File: src/design/dltq_pkg.sv
// shared types, codes and index helpers for the delta list timer queue
package dltq_pkg;

  localparam int DEPTH = 16;
  localparam int IDX_W = $clog2(DEPTH);
  localparam int CNT_W = $clog2(DEPTH + 1);

  localparam logic [1:0] OP_START  = 2'd0;
  localparam logic [1:0] OP_CANCEL = 2'd1;
  localparam logic [1:0] OP_TICK   = 2'd2;

  localparam logic [2:0] KIND_EXPIRED  = 3'd0;
  localparam logic [2:0] KIND_STARTED  = 3'd1;
  localparam logic [2:0] KIND_CANCELED = 3'd2;
  localparam logic [2:0] KIND_NOTFOUND = 3'd3;
  localparam logic [2:0] KIND_FULL     = 3'd4;

  typedef struct packed {
    logic [15:0] port;
    logic [31:0] seqnum;
    logic [31:0] delta;
  } entry_t;

  typedef struct packed {
    logic [2:0]  kind;
    logic [15:0] port;
    logic [31:0] seqnum;
    logic        last;
  } res_t;

  typedef enum logic [3:0] {
    ST_IDLE,
    ST_S_RD,
    ST_S_CMP,
    ST_S_SRD,
    ST_S_SWR,
    ST_S_NEW,
    ST_C_RD,
    ST_C_CMP,
    ST_C_SRD,
    ST_C_SWR,
    ST_T_RD,
    ST_T_CHK,
    ST_EMIT
  } state_e;

  // logical position behind the ring head to physical entry index
  function automatic logic [IDX_W-1:0] phys_idx(input logic [IDX_W-1:0] head,
                                                input logic [CNT_W-1:0] pos);
    logic [IDX_W:0] s;
    s = (IDX_W+1)'(head) + (IDX_W+1)'(pos);
    if (s >= (IDX_W+1)'(DEPTH)) begin
      s = s - (IDX_W+1)'(DEPTH);
    end
    return s[IDX_W-1:0];
  endfunction

  function automatic logic [IDX_W-1:0] wrap_inc(input logic [IDX_W-1:0] idx);
    return (idx == IDX_W'(DEPTH - 1)) ? '0 : idx + 1'b1;
  endfunction

endpackage

File: src/design/dltq_core.sv
// sequencer and entry memory that walk, shift and pop the delta list
module dltq_core import dltq_pkg::*; (
  input  logic        clk_i,
  input  logic        rst_ni,
  input  logic        in_valid_i,
  output logic        in_ready_o,
  input  logic [1:0]  in_op_i,
  input  logic [15:0] in_port_i,
  input  logic [31:0] in_seqnum_i,
  input  logic [31:0] in_amount_i,
  output logic        res_valid_o,
  input  logic        res_ready_i,
  output res_t        res_o
);

  state_e state_q, state_d;
  logic [CNT_W-1:0] count_q, count_d;
  logic [IDX_W-1:0] head_q, head_d;
  logic [CNT_W-1:0] l_q, l_d;
  logic [CNT_W-1:0] pos_q, pos_d;
  logic [31:0] before_q, before_d;
  logic [31:0] acc_q, acc_d;
  logic first_q, first_d;
  logic pend_v_q, pend_v_d;
  logic [15:0] pend_port_q, pend_port_d;
  logic [31:0] pend_seq_q, pend_seq_d;
  logic [2:0] kind_q, kind_d;
  logic [15:0] port_q, port_d;
  logic [31:0] seq_q, seq_d;
  logic [31:0] amount_q, amount_d;

  entry_t mem [DEPTH];
  entry_t rd_q;
  logic we, re;
  logic [IDX_W-1:0] waddr, raddr;
  entry_t wdata;

  logic [32:0] through;
  logic [32:0] merged;
  logic [31:0] tick_delta;
  logic [31:0] head_delta;

  always_ff @(posedge clk_i) begin
    if (we) begin
      mem[waddr] <= wdata;
    end
    if (re) begin
      rd_q <= mem[raddr];
    end
  end

  assign through    = {1'b0, before_q} + {1'b0, rd_q.delta};
  assign merged     = {1'b0, acc_q} + {1'b0, rd_q.delta};
  assign tick_delta = (rd_q.delta > amount_q) ? rd_q.delta - amount_q : '0;
  assign head_delta = first_q ? tick_delta : rd_q.delta;

  always_comb begin
    state_d     = state_q;
    count_d     = count_q;
    head_d      = head_q;
    l_d         = l_q;
    pos_d       = pos_q;
    before_d    = before_q;
    acc_d       = acc_q;
    first_d     = first_q;
    pend_v_d    = pend_v_q;
    pend_port_d = pend_port_q;
    pend_seq_d  = pend_seq_q;
    kind_d      = kind_q;
    port_d      = port_q;
    seq_d       = seq_q;
    amount_d    = amount_q;
    we          = 1'b0;
    re          = 1'b0;
    waddr       = phys_idx(head_q, l_q);
    raddr       = phys_idx(head_q, l_q);
    wdata       = rd_q;
    in_ready_o  = 1'b0;
    res_valid_o = 1'b0;
    res_o       = '{kind: kind_q, port: port_q, seqnum: seq_q, last: 1'b1};

    case (state_q)
      ST_IDLE: begin
        in_ready_o = 1'b1;
        if (in_valid_i) begin
          port_d   = in_port_i;
          seq_d    = in_seqnum_i;
          amount_d = in_amount_i;
          l_d      = '0;
          before_d = '0;
          first_d  = 1'b1;
          pend_v_d = 1'b0;
          case (in_op_i)
            OP_START: begin
              if (count_q == CNT_W'(DEPTH)) begin
                kind_d  = KIND_FULL;
                state_d = ST_EMIT;
              end else begin
                state_d = ST_S_RD;
              end
            end
            OP_CANCEL: state_d = ST_C_RD;
            OP_TICK:   state_d = ST_T_RD;
            default:   state_d = ST_IDLE;
          endcase
        end
      end

      // start: walk the running sum
      ST_S_RD: begin
        if (l_q == count_q) begin
          pos_d   = l_q;
          state_d = ST_S_SRD;
        end else begin
          re      = 1'b1;
          state_d = ST_S_CMP;
        end
      end
      ST_S_CMP: begin
        if ({1'b0, amount_q} <= through) begin
          pos_d   = l_q;
          acc_d   = 32'(through - {1'b0, amount_q});
          l_d     = count_q;
          state_d = ST_S_SRD;
        end else begin
          before_d = through[31:0];
          l_d      = l_q + 1'b1;
          state_d  = ST_S_RD;
        end
      end
      // start: move entries up one place, top first
      ST_S_SRD: begin
        if (l_q == pos_q) begin
          state_d = ST_S_NEW;
        end else begin
          re      = 1'b1;
          raddr   = phys_idx(head_q, l_q - 1'b1);
          state_d = ST_S_SWR;
        end
      end
      ST_S_SWR: begin
        we = 1'b1;
        if (l_q - 1'b1 == pos_q) begin
          wdata.delta = acc_q;
        end
        l_d     = l_q - 1'b1;
        state_d = ST_S_SRD;
      end
      ST_S_NEW: begin
        we      = 1'b1;
        waddr   = phys_idx(head_q, pos_q);
        wdata   = '{port: port_q, seqnum: seq_q, delta: amount_q - before_q};
        count_d = count_q + 1'b1;
        kind_d  = KIND_STARTED;
        state_d = ST_EMIT;
      end

      // cancel: search for port and sequence number
      ST_C_RD: begin
        if (l_q == count_q) begin
          kind_d  = KIND_NOTFOUND;
          state_d = ST_EMIT;
        end else begin
          re      = 1'b1;
          state_d = ST_C_CMP;
        end
      end
      ST_C_CMP: begin
        if (rd_q.port == port_q && rd_q.seqnum == seq_q) begin
          pos_d   = l_q;
          acc_d   = rd_q.delta;
          state_d = ST_C_SRD;
        end else begin
          l_d     = l_q + 1'b1;
          state_d = ST_C_RD;
        end
      end
      // cancel: close the gap, merging the delta into the successor
      ST_C_SRD: begin
        if (l_q + 1'b1 == count_q) begin
          count_d = count_q - 1'b1;
          kind_d  = KIND_CANCELED;
          state_d = ST_EMIT;
        end else begin
          re      = 1'b1;
          raddr   = phys_idx(head_q, l_q + 1'b1);
          state_d = ST_C_SWR;
        end
      end
      ST_C_SWR: begin
        we = 1'b1;
        if (l_q == pos_q) begin
          wdata.delta = merged[32] ? '1 : merged[31:0];
        end
        l_d     = l_q + 1'b1;
        state_d = ST_C_SRD;
      end

      // tick: trim the head, then pop zero-delta entries
      ST_T_RD: begin
        res_o = '{kind: KIND_EXPIRED, port: pend_port_q, seqnum: pend_seq_q, last: 1'b1};
        if (count_q == '0) begin
          res_valid_o = pend_v_q;
          if (!pend_v_q || res_ready_i) begin
            state_d = ST_IDLE;
          end
        end else begin
          re      = 1'b1;
          raddr   = head_q;
          state_d = ST_T_CHK;
        end
      end
      ST_T_CHK: begin
        if (head_delta == '0) begin
          res_o = '{kind: KIND_EXPIRED, port: pend_port_q, seqnum: pend_seq_q, last: 1'b0};
          res_valid_o = pend_v_q;
          if (!pend_v_q || res_ready_i) begin
            pend_v_d    = 1'b1;
            pend_port_d = rd_q.port;
            pend_seq_d  = rd_q.seqnum;
            head_d      = wrap_inc(head_q);
            count_d     = count_q - 1'b1;
            first_d     = 1'b0;
            state_d     = ST_T_RD;
          end
        end else begin
          res_o = '{kind: KIND_EXPIRED, port: pend_port_q, seqnum: pend_seq_q, last: 1'b1};
          if (first_q) begin
            we          = 1'b1;
            waddr       = head_q;
            wdata.delta = head_delta;
          end
          res_valid_o = pend_v_q;
          if (!pend_v_q || res_ready_i) begin
            state_d = ST_IDLE;
          end
        end
      end

      ST_EMIT: begin
        res_valid_o = 1'b1;
        if (res_ready_i) begin
          state_d = ST_IDLE;
        end
      end

      default: state_d = ST_IDLE;
    endcase
  end

  always_ff @(posedge clk_i or negedge rst_ni) begin
    if (!rst_ni) begin
      state_q  <= ST_IDLE;
      count_q  <= '0;
      head_q   <= '0;
      pend_v_q <= 1'b0;
    end else begin
      state_q  <= state_d;
      count_q  <= count_d;
      head_q   <= head_d;
      pend_v_q <= pend_v_d;
    end
  end

  always_ff @(posedge clk_i) begin
    l_q         <= l_d;
    pos_q       <= pos_d;
    before_q    <= before_d;
    acc_q       <= acc_d;
    first_q     <= first_d;
    pend_port_q <= pend_port_d;
    pend_seq_q  <= pend_seq_d;
    kind_q      <= kind_d;
    port_q      <= port_d;
    seq_q       <= seq_d;
    amount_q    <= amount_d;
  end

endmodule

File: src/design/delta_list_timer_queue.sv
// Timer queue top level: a start item walks the entries before its place, moves the entries
// behind it up one place and writes the new entry (a full store gives only a full result);
// a cancel searches the entries and moves the ones behind its match down; a tick trims the
// head entry and pops the expired ones. Each step reads the single registered-read entry
// memory, and the shift steps write an entry back, so the entry count sets how long the input
// side stays busy, and a stalled output adds its wait. Results leave through an output
// register, so a new item is taken while the last result waits.
module delta_list_timer_queue import dltq_pkg::*; (
  input  logic        clk_i,
  input  logic        rst_ni,
  input  logic        s_axis_tvalid,
  output logic        s_axis_tready,
  input  logic [79:0] s_axis_tdata,   // port[15:0], seqnum[47:16], amount[79:48]
  input  logic [1:0]  s_axis_tuser,   // op[1:0]
  output logic        m_axis_tvalid,
  input  logic        m_axis_tready,
  output logic [47:0] m_axis_tdata,   // port_out[15:0], seqnum_out[47:16]
  output logic [2:0]  m_axis_tuser,   // kind[2:0]
  output logic        m_axis_tlast
);

  logic res_valid;
  logic res_ready;
  res_t res;
  logic m_valid_q, m_valid_d;
  res_t m_res_q;

  dltq_core u_core (
    .clk_i       (clk_i),
    .rst_ni      (rst_ni),
    .in_valid_i  (s_axis_tvalid),
    .in_ready_o  (s_axis_tready),
    .in_op_i     (s_axis_tuser),
    .in_port_i   (s_axis_tdata[15:0]),
    .in_seqnum_i (s_axis_tdata[47:16]),
    .in_amount_i (s_axis_tdata[79:48]),
    .res_valid_o (res_valid),
    .res_ready_i (res_ready),
    .res_o       (res)
  );

  assign res_ready = !m_valid_q || m_axis_tready;

  always_comb begin
    m_valid_d = m_valid_q;
    if (res_ready) begin
      m_valid_d = res_valid;
    end
  end

  always_ff @(posedge clk_i or negedge rst_ni) begin
    if (!rst_ni) begin
      m_valid_q <= 1'b0;
    end else begin
      m_valid_q <= m_valid_d;
    end
  end

  always_ff @(posedge clk_i) begin
    if (res_ready && res_valid) begin
      m_res_q <= res;
    end
  end

  assign m_axis_tvalid = m_valid_q;
  assign m_axis_tdata  = {m_res_q.seqnum, m_res_q.port};
  assign m_axis_tuser  = m_res_q.kind;
  assign m_axis_tlast  = m_res_q.last;

endmodule

File: config.mk
export PLATFORM = sky130hd
export DESIGN_NAME = delta_list_timer_queue
export DESIGN_NICKNAME = d
export VERILOG_FILES = /design/src/design/dltq_pkg.sv /design/src/design/dltq_core.sv /design/src/design/delta_list_timer_queue.sv
export SDC_FILE = /design/constraint.sdc
export NUM_CORES = 2
export LEC_CHECK = 0
export BUFFER_PORTS_ARGS = -buffer_cell sky130_fd_sc_hd__buf_4
export CAP_MARGIN = 40
export CELL_PAD_IN_SITES_DETAIL_PLACEMENT = 1
export CELL_PAD_IN_SITES_GLOBAL_PLACEMENT = 2
export CORE_MARGIN = 2
export CORE_UTILIZATION = 45
export CTS_BUF_LIST = sky130_fd_sc_hd__clkbuf_4 sky130_fd_sc_hd__clkbuf_8
export DETAILED_ROUTE_END_ITERATION = 10
export GPL_ROUTABILITY_DRIVEN = 1
export GPL_TIMING_DRIVEN = 0
export PLACE_DENSITY_LB_ADDON = 0.15
export RECOVER_POWER = 50
export SLEW_MARGIN = 30
export SYNTH_ARGS = -nofsm -noshare
export SYNTH_HDL_FRONTEND = slang
export SYNTH_SLANG_ARGS = --single-unit
File: constraint.sdc
create_clock -name clk_i -period 16 [get_ports clk_i]
set_input_delay 0.8 -clock clk_i [delete_from_list [all_inputs] [get_ports clk_i]]
set_output_delay 0.8 -clock clk_i [all_outputs]
set_load 0.005 [all_outputs]
After elaboration in Yosys (flattened, before gate mapping):

Memories as Yosys holds them, arrays and structs flattened. A register that Yosys moved wholly into a read port is not among the register bits.
Index checks and enable logic that the tools add are counted.

* register bits after elaboration: 273
* memories kept: 1
* output and inout bits: 54
* word-level logic and storage cells: 193
* input bits: 86
* memory bits (writable): 1280

Memory list
* u_core.mem: depth 16, bits a word 80, read ports 1, clocked after Yosys merged registers in 1, wr ports 1, line dltq_core.sv:32 `entry_t mem [DEPTH];`

* equal/unequal tests: 36
* mux-type cells: 83
* order comparisons: 6
* reduce and logical (&&, ||, !) cells: 29
* add/sub/neg operators: 18

Operator list (number)
* $mux 32: 11
* $pmux 32 s2: 2
* $pmux 32 s4: 1
* $pmux 52 s2: 1
* $sub 32x32->32: 3
* $mux 4: 19
* $add 32x32->33: 2
* $pmux 4 s13: 1
* $mux 48: 1
* $mux 5: 9
* $le 32x33->1: 1
* $eq 32x32->1: 1
* $gt 32x32->1: 1
* $logic_not 32->1: 1
* $pmux 5 s3: 2
* $pmux 5 s5: 1
* $eq 4x4->1 const B: 6
* $pmux 4 s3: 2
* $add 4x5->5: 4
* $eq 5x5->1: 4
* $ge 5x5->1 const B: 4
* $mux 1: 19
* $mux 3: 6
* $eq 16x16->1: 1
* other kinds (35): 69

Longest topological paths before layout:

* depth after elaboration: 8
* gate-level depth with buffers: 28
* gate-level depth less buffers: 28

By module:

A second synthesis with hierarchy kept.

* cell total of the unflattened synthesis: 6207
* area total of the unflattened synthesis: 76149.3 um^2

Modules (own cells, without submodules)
* dltq_core: area each 74534.0 um^2, instances 1, cells each 6151
* delta_list_timer_queue: area each 1615.3 um^2, instances 1, cells each 56

Worst setup path before layout:

OpenSTA, ideal clock, no wires.

* kind: reg2reg
* start point: register u_core.rd_q[0] (netlist name)
* end point: memory u_core.mem[10][0] (netlist bit) (enable)
* setup slack: 3.646 ns
* cell stages (with the launch flop): 19
* data required time: 15.284 ns
* arrival time: 11.639 ns
* library setup time: 0.716 ns
* buffers on the path: 2
* cell sequence: edfxtp_1 > inv_1 > ha_1 > fa_1 > nand2b_1 > a211oi_1 > nor2_1 > o31ai_1 > nor2_1 > xnor2_1 > o41ai_1 > nand3_1 > nor4_4 > and2_1 > buf_6 > o21ai_2 > or2_1 > buf_2 > nor4_1

* word-level cells in the longest chain between the ends: 8

RTL lines
* $sub 32x32->32 or $gt 32x32->1 (tied branches): line dltq_core.sv:54 `assign tick_delta = (rd_q.delta > amount_q) ? rd_q.delta - amount_q : '0;`
* $mux 32: line dltq_core.sv:54
* $mux 32 *: line dltq_core.sv:55 `assign head_delta = first_q ? tick_delta : rd_q.delta;`
* $logic_not 32->1 *: line dltq_core.sv:214 `if (head_delta == '0) begin`
* $mux 1: line dltq_core.sv:214
* $pmux 1 s2: line dltq_core.sv:82 `case (state_q)`
* $mux 1: line dltq_core.sv:44 `if (we) begin`
* $mux 1 (implied by the code): line dltq_core.sv:45 `mem[waddr] <= wdata;`
* end: declaration: line dltq_core.sv:32

Every way passes the cells marked *; elsewhere a longest branch is shown, timed or not.

Worst setup path after layout:

* start point: register u_core.rd_q[10] (netlist name)
* end point: memory u_core.mem[12][47] (netlist bit) (enable)

* word-level cells in the longest chain between the ends: 8

RTL lines (line)
* $sub 32x32->32 or $gt 32x32->1 (tied branches): dltq_core.sv:54
* $mux 32: dltq_core.sv:54
* $mux 32 *: dltq_core.sv:55
* $logic_not 32->1 *: dltq_core.sv:214
* $mux 1: dltq_core.sv:214
* $pmux 1 s2: dltq_core.sv:82
* $mux 1: dltq_core.sv:44
* $mux 1 (implied by the code): dltq_core.sv:45

Marked as above.

==> key figures <==
Outcome
  • Status: finished with violations
  • Failing checks: capacitance limit, slew limit

CTS
  • Num CTS Buffers: 299
  • CTS Hold Buffers Added: 81
  • CTS root buffer: clkbuf_8
  • CTS tree: yes
  • Post-CTS Setup Repair Bufs: 0
  • Clock slew at reported path FFs: 0.06 ns
  • H-Tree Depth: 5
  • Clock buffer depth: 4
  • Clock latency on the worst-skew pair: 1.04 ns
  • Clk sinks: 1633
  • CTS resizes: 0

Layout
  • Multi-input logic area: 24800 um2
  • Layout cells sized above 1: 14.5%
  • Commonest cells after routing, fill and taps aside: 1618 x edfxtp_1, 913 x nand2_1, 423 x a211oi_1
  • Most common cell after layout, fill and taps aside: edfxtp_1
  • Area grow syn2layout: 16.7%
  • Register area: 49000 um2
  • Fin nets: 7198
  • Final instance area: 88300 um2
  • Number of fill cells: 17200

Yosys
  • Flops & latches, synth: 1633
  • Synth Flop Type: edfxtp_1
  • Synth area leader: edfxtp_1
  • Sequential cell area fraction in the yosys report: 64.7%
  • Synth area leaders: edfxtp_1 64%, nand2_1 4.5%, a211oi_1 4.2%, ha_1 3.4%, and2_1 2.7%
  • Syn Nets: 6315
  • Fraction of registers with async set/reset: 0.919%
  • Yosys warnings: 0
  • Synth Instances: 6012
  • Mapped cell area: 75700 um2
  • Post-synth EDFFs: 1618
  • Yosys cell types: 92
  • Synth top area share: 64.2%
  • Avg Synthesized Cell Area: 12.6 um2

Floorplanning
  • # IOs: 140
  • Die area: 171000 um2
  • Initial core utilization: 45.3%
  • Die Ht: 414 um
  • Placeable Area: 167000 um2
  • # rows: 150
  • Chip width: 414 um

Worst setup path
  • Type of the worst setup path: reg2reg
  • Cell mode on critical path: buf_2
  • Arrival time worst endpoint: 12.08 ns
  • RR Startpoint: u_core.rd_q[10]$_DFFE_PP_
  • Largest stage delay, worst path: 1.77 ns
  • Crit path capture type: register
  • Critical Path RT: 16.75 ns
  • Startpoint type of the worst setup path: register
  • Worst Path Max Fanout: 10
  • CP Launch Point: u_core.rd_q[10]$_DFFE_PP_
  • Crit-path slowest cell: nor4_1

Place
  • DPL Wire Length: 195000 um
  • Pre-CTS setup slack: 6.83 ns
  • Placed instance area: 82500 um2
  • Buffers on Ports: 139
  • Final GP Congestion: 0.958

Detailed routing
  • Drt first pass iters: 5
  • DR iter-0 viols: 4299
  • Final WL: 263000 um
  • Via count: 54500
  • WL per Instance: 28.3 um
  • DRC: 0
  • Post-route ant nets: 0
  • Via-per-instance ratio: 5.86

Hold path
  • Hold Path Origin: m_axis_tready
  • HP Class: in2reg

Pwr
  • Clock network power share: 44.8%
  • Comb pwr share: 0.4%
  • Sw power: 1.75 mW
  • Reg power frac: 54.8%
  • Internal power component: 6.70 mW
  • Peak supply drop: 0.0814 mV
  • LEAKAGE: 28.8 nW
  • Total power: 8.45 mW
  • Pwr dens: 95.7 nW/um2
  • Sw frac: 20.7%

Timing
  • Worst setup margin: 4.67 ns
  • Fin. Hold Viols: 0
  • Fin. max-slew vios: 250
  • Slew headroom: -146%
  • F_max: 0.0882 GHz
  • Final period util: 70.8%
  • Final setup viols: 0
  • RSZ-0062 raised after global routing: no
  • Post-layout min period: 11.33 ns
  • Worst-Margin Slew: 3.69 ns
  • Skew final: 0.111 ns

GRT
  • Largest net degree at the start of global routing: 48
  • Initial antenna violation count: 14
  • Gr ovfl total: 0
  • Vias in the first global route: 57200
  • GRT Util Overall: 30.2%
  • First-pass GRT wire length: 383000 um

Flow run
  • Max-cap violations: 11
## sequential cells by signal, indices dropped and copies added, names as in the netlist, 32 cells and up
signal and cells:
u_core.amount_q 32, u_core.pend_seq_q 32, u_core.mem 1280, u_core.seq_q 32, u_core.rd_q 80, m_axis_tdata 48, u_core.before_q 32, u_core.acc_q 32
## metal layers
metal | vias up | routed length (um) | global-route usage (%) | share of wire (%)
met2 | 1717 | 128000 | 51.1 | 49
met1 | 27600 | 105000 | 38.0 | 40
met5 | - | 22 | 0 | 0.0084
met4 | 4 | 15300 | 15.3 | 5.8
met3 | 578 | 14000 | 4.28 | 5.3
li1 | 24600 | - | - | -
## Yosys cell counts, drive strengths merged (9+ instances only)
cell,count
edfxtp,1618
nand2,913
a211oi,424
a21oi,349
and2,337
clkbuf,316
ha,207
nor2,185
a31oi,182
inv,167
a311oi,166
o21ai,155
xnor2,141
xor2,76
a21o,71
mux2,52
nand3,50
nor3,50
buf,43
nand4,40
nor2b,34
o21a,33
mux2i,32
nor4,30
o21bai,27
o22ai,25
and3,20
nand2b,19
o211ai,19
or3,19
o221ai,18
dfrtp,15
o31ai,13
a22oi,12
fa,10
a2111oi,9
a221o,9
a221oi,9
## power groups by stage
stage	sequential [mW]	combinational, mW	clock (mW)
CTS	4.63	0.0346	3.85
finish	4.63	0.0332	3.79
detailed placement	4.72	0.0184	0
global placement	4.72	0.0183	0
global route	4.63	0.0360	4.02
floorplan	4.72	0.000844	0
## cells by family (layout without fill, tap and decap cells)
| group | Yosys count | after routing | synth area share [%] |
|---|---|---|---|
| adders and majority gates | 217 | 217 | 3.69 |
| and+or+nand+nor | 1726 | 1726 | 10.6 |
| other | 0 | 14 | 0 |
| xor gates and xnor gates | 217 | 217 | 2.51 |
| muxes | 84 | 84 | 1.20 |
| AOI/OAI and AO/OA | 1608 | 1608 | 14.6 |
| DFF | 1633 | 1633 | 64.7 |
| buffers and inverters | 527 | 1595 | 2.69 |
## worst max-delay path, delay by kind of cell (launching register included)
family                   cells  cell delay (ns)
flip-flops                   1             0.58
buffers and inverters       14             3.72
adder cells (fa/ha/maj)      1             0.36
AND/OR/NAND/NOR              6             3.70
AO/OA/AOI/OAI                7             2.69
## path summary, 6_finish.rpt
| check | slack, ns | cells past startpoint | endpoint |
|---|---|---|---|
| worst max register to register | 4.67 | 28 | u_core.mem[12][47]$_DFFE_PP_ |
| min in group asynchronous | 0.49 | 2 | u_core.head_q[0]$_DFFE_PN0P_ |
| max in group asynchronous | 14.85 | 2 | u_core.count_q[0]$_DFFE_PN0P_ |
| worst max-delay path | 4.67 | 28 | u_core.mem[12][47]$_DFFE_PP_ |
| worst min-delay path | 0.18 | 3 | m_axis_tvalid$_DFFE_PN0P_ |
| worst min register to register | 0.49 | 1 | m_axis_tuser[1]$_DFFE_PP_ |
## metrics by stage
step / hold slack, ns / cells / utilization [%] / TNS (ns)
2_1_floorplan: 0.421 / 6012 / - / 0
3_3_place_gp: 0.469 / 8355 / 47.6 / -5180.59
3_5_place_dp: 0.442 / 8705 / 49.4 / 0
4_1_cts: 0.141 / 9272 / 53.1 / 0
5_1_grt: 0.185 / 9286 / 52.9 / 0
6_report: 0.177 / 9298 / 52.9 / 0
## area by class of cell
cell class,count,area share [%]
Antenna cell,14,0.0397
Buffer,359,1.60
Clock buffer,398,5.54
Clock inverter,88,0.577
Inverter,168,0.717
Multi-Input combinational cell,3852,28.1
Sequential cell,1633,55.4
Tap cell,2204,3.12
Timing Repair Buffer,582,4.91
Power figures use the tool's default switching activity.
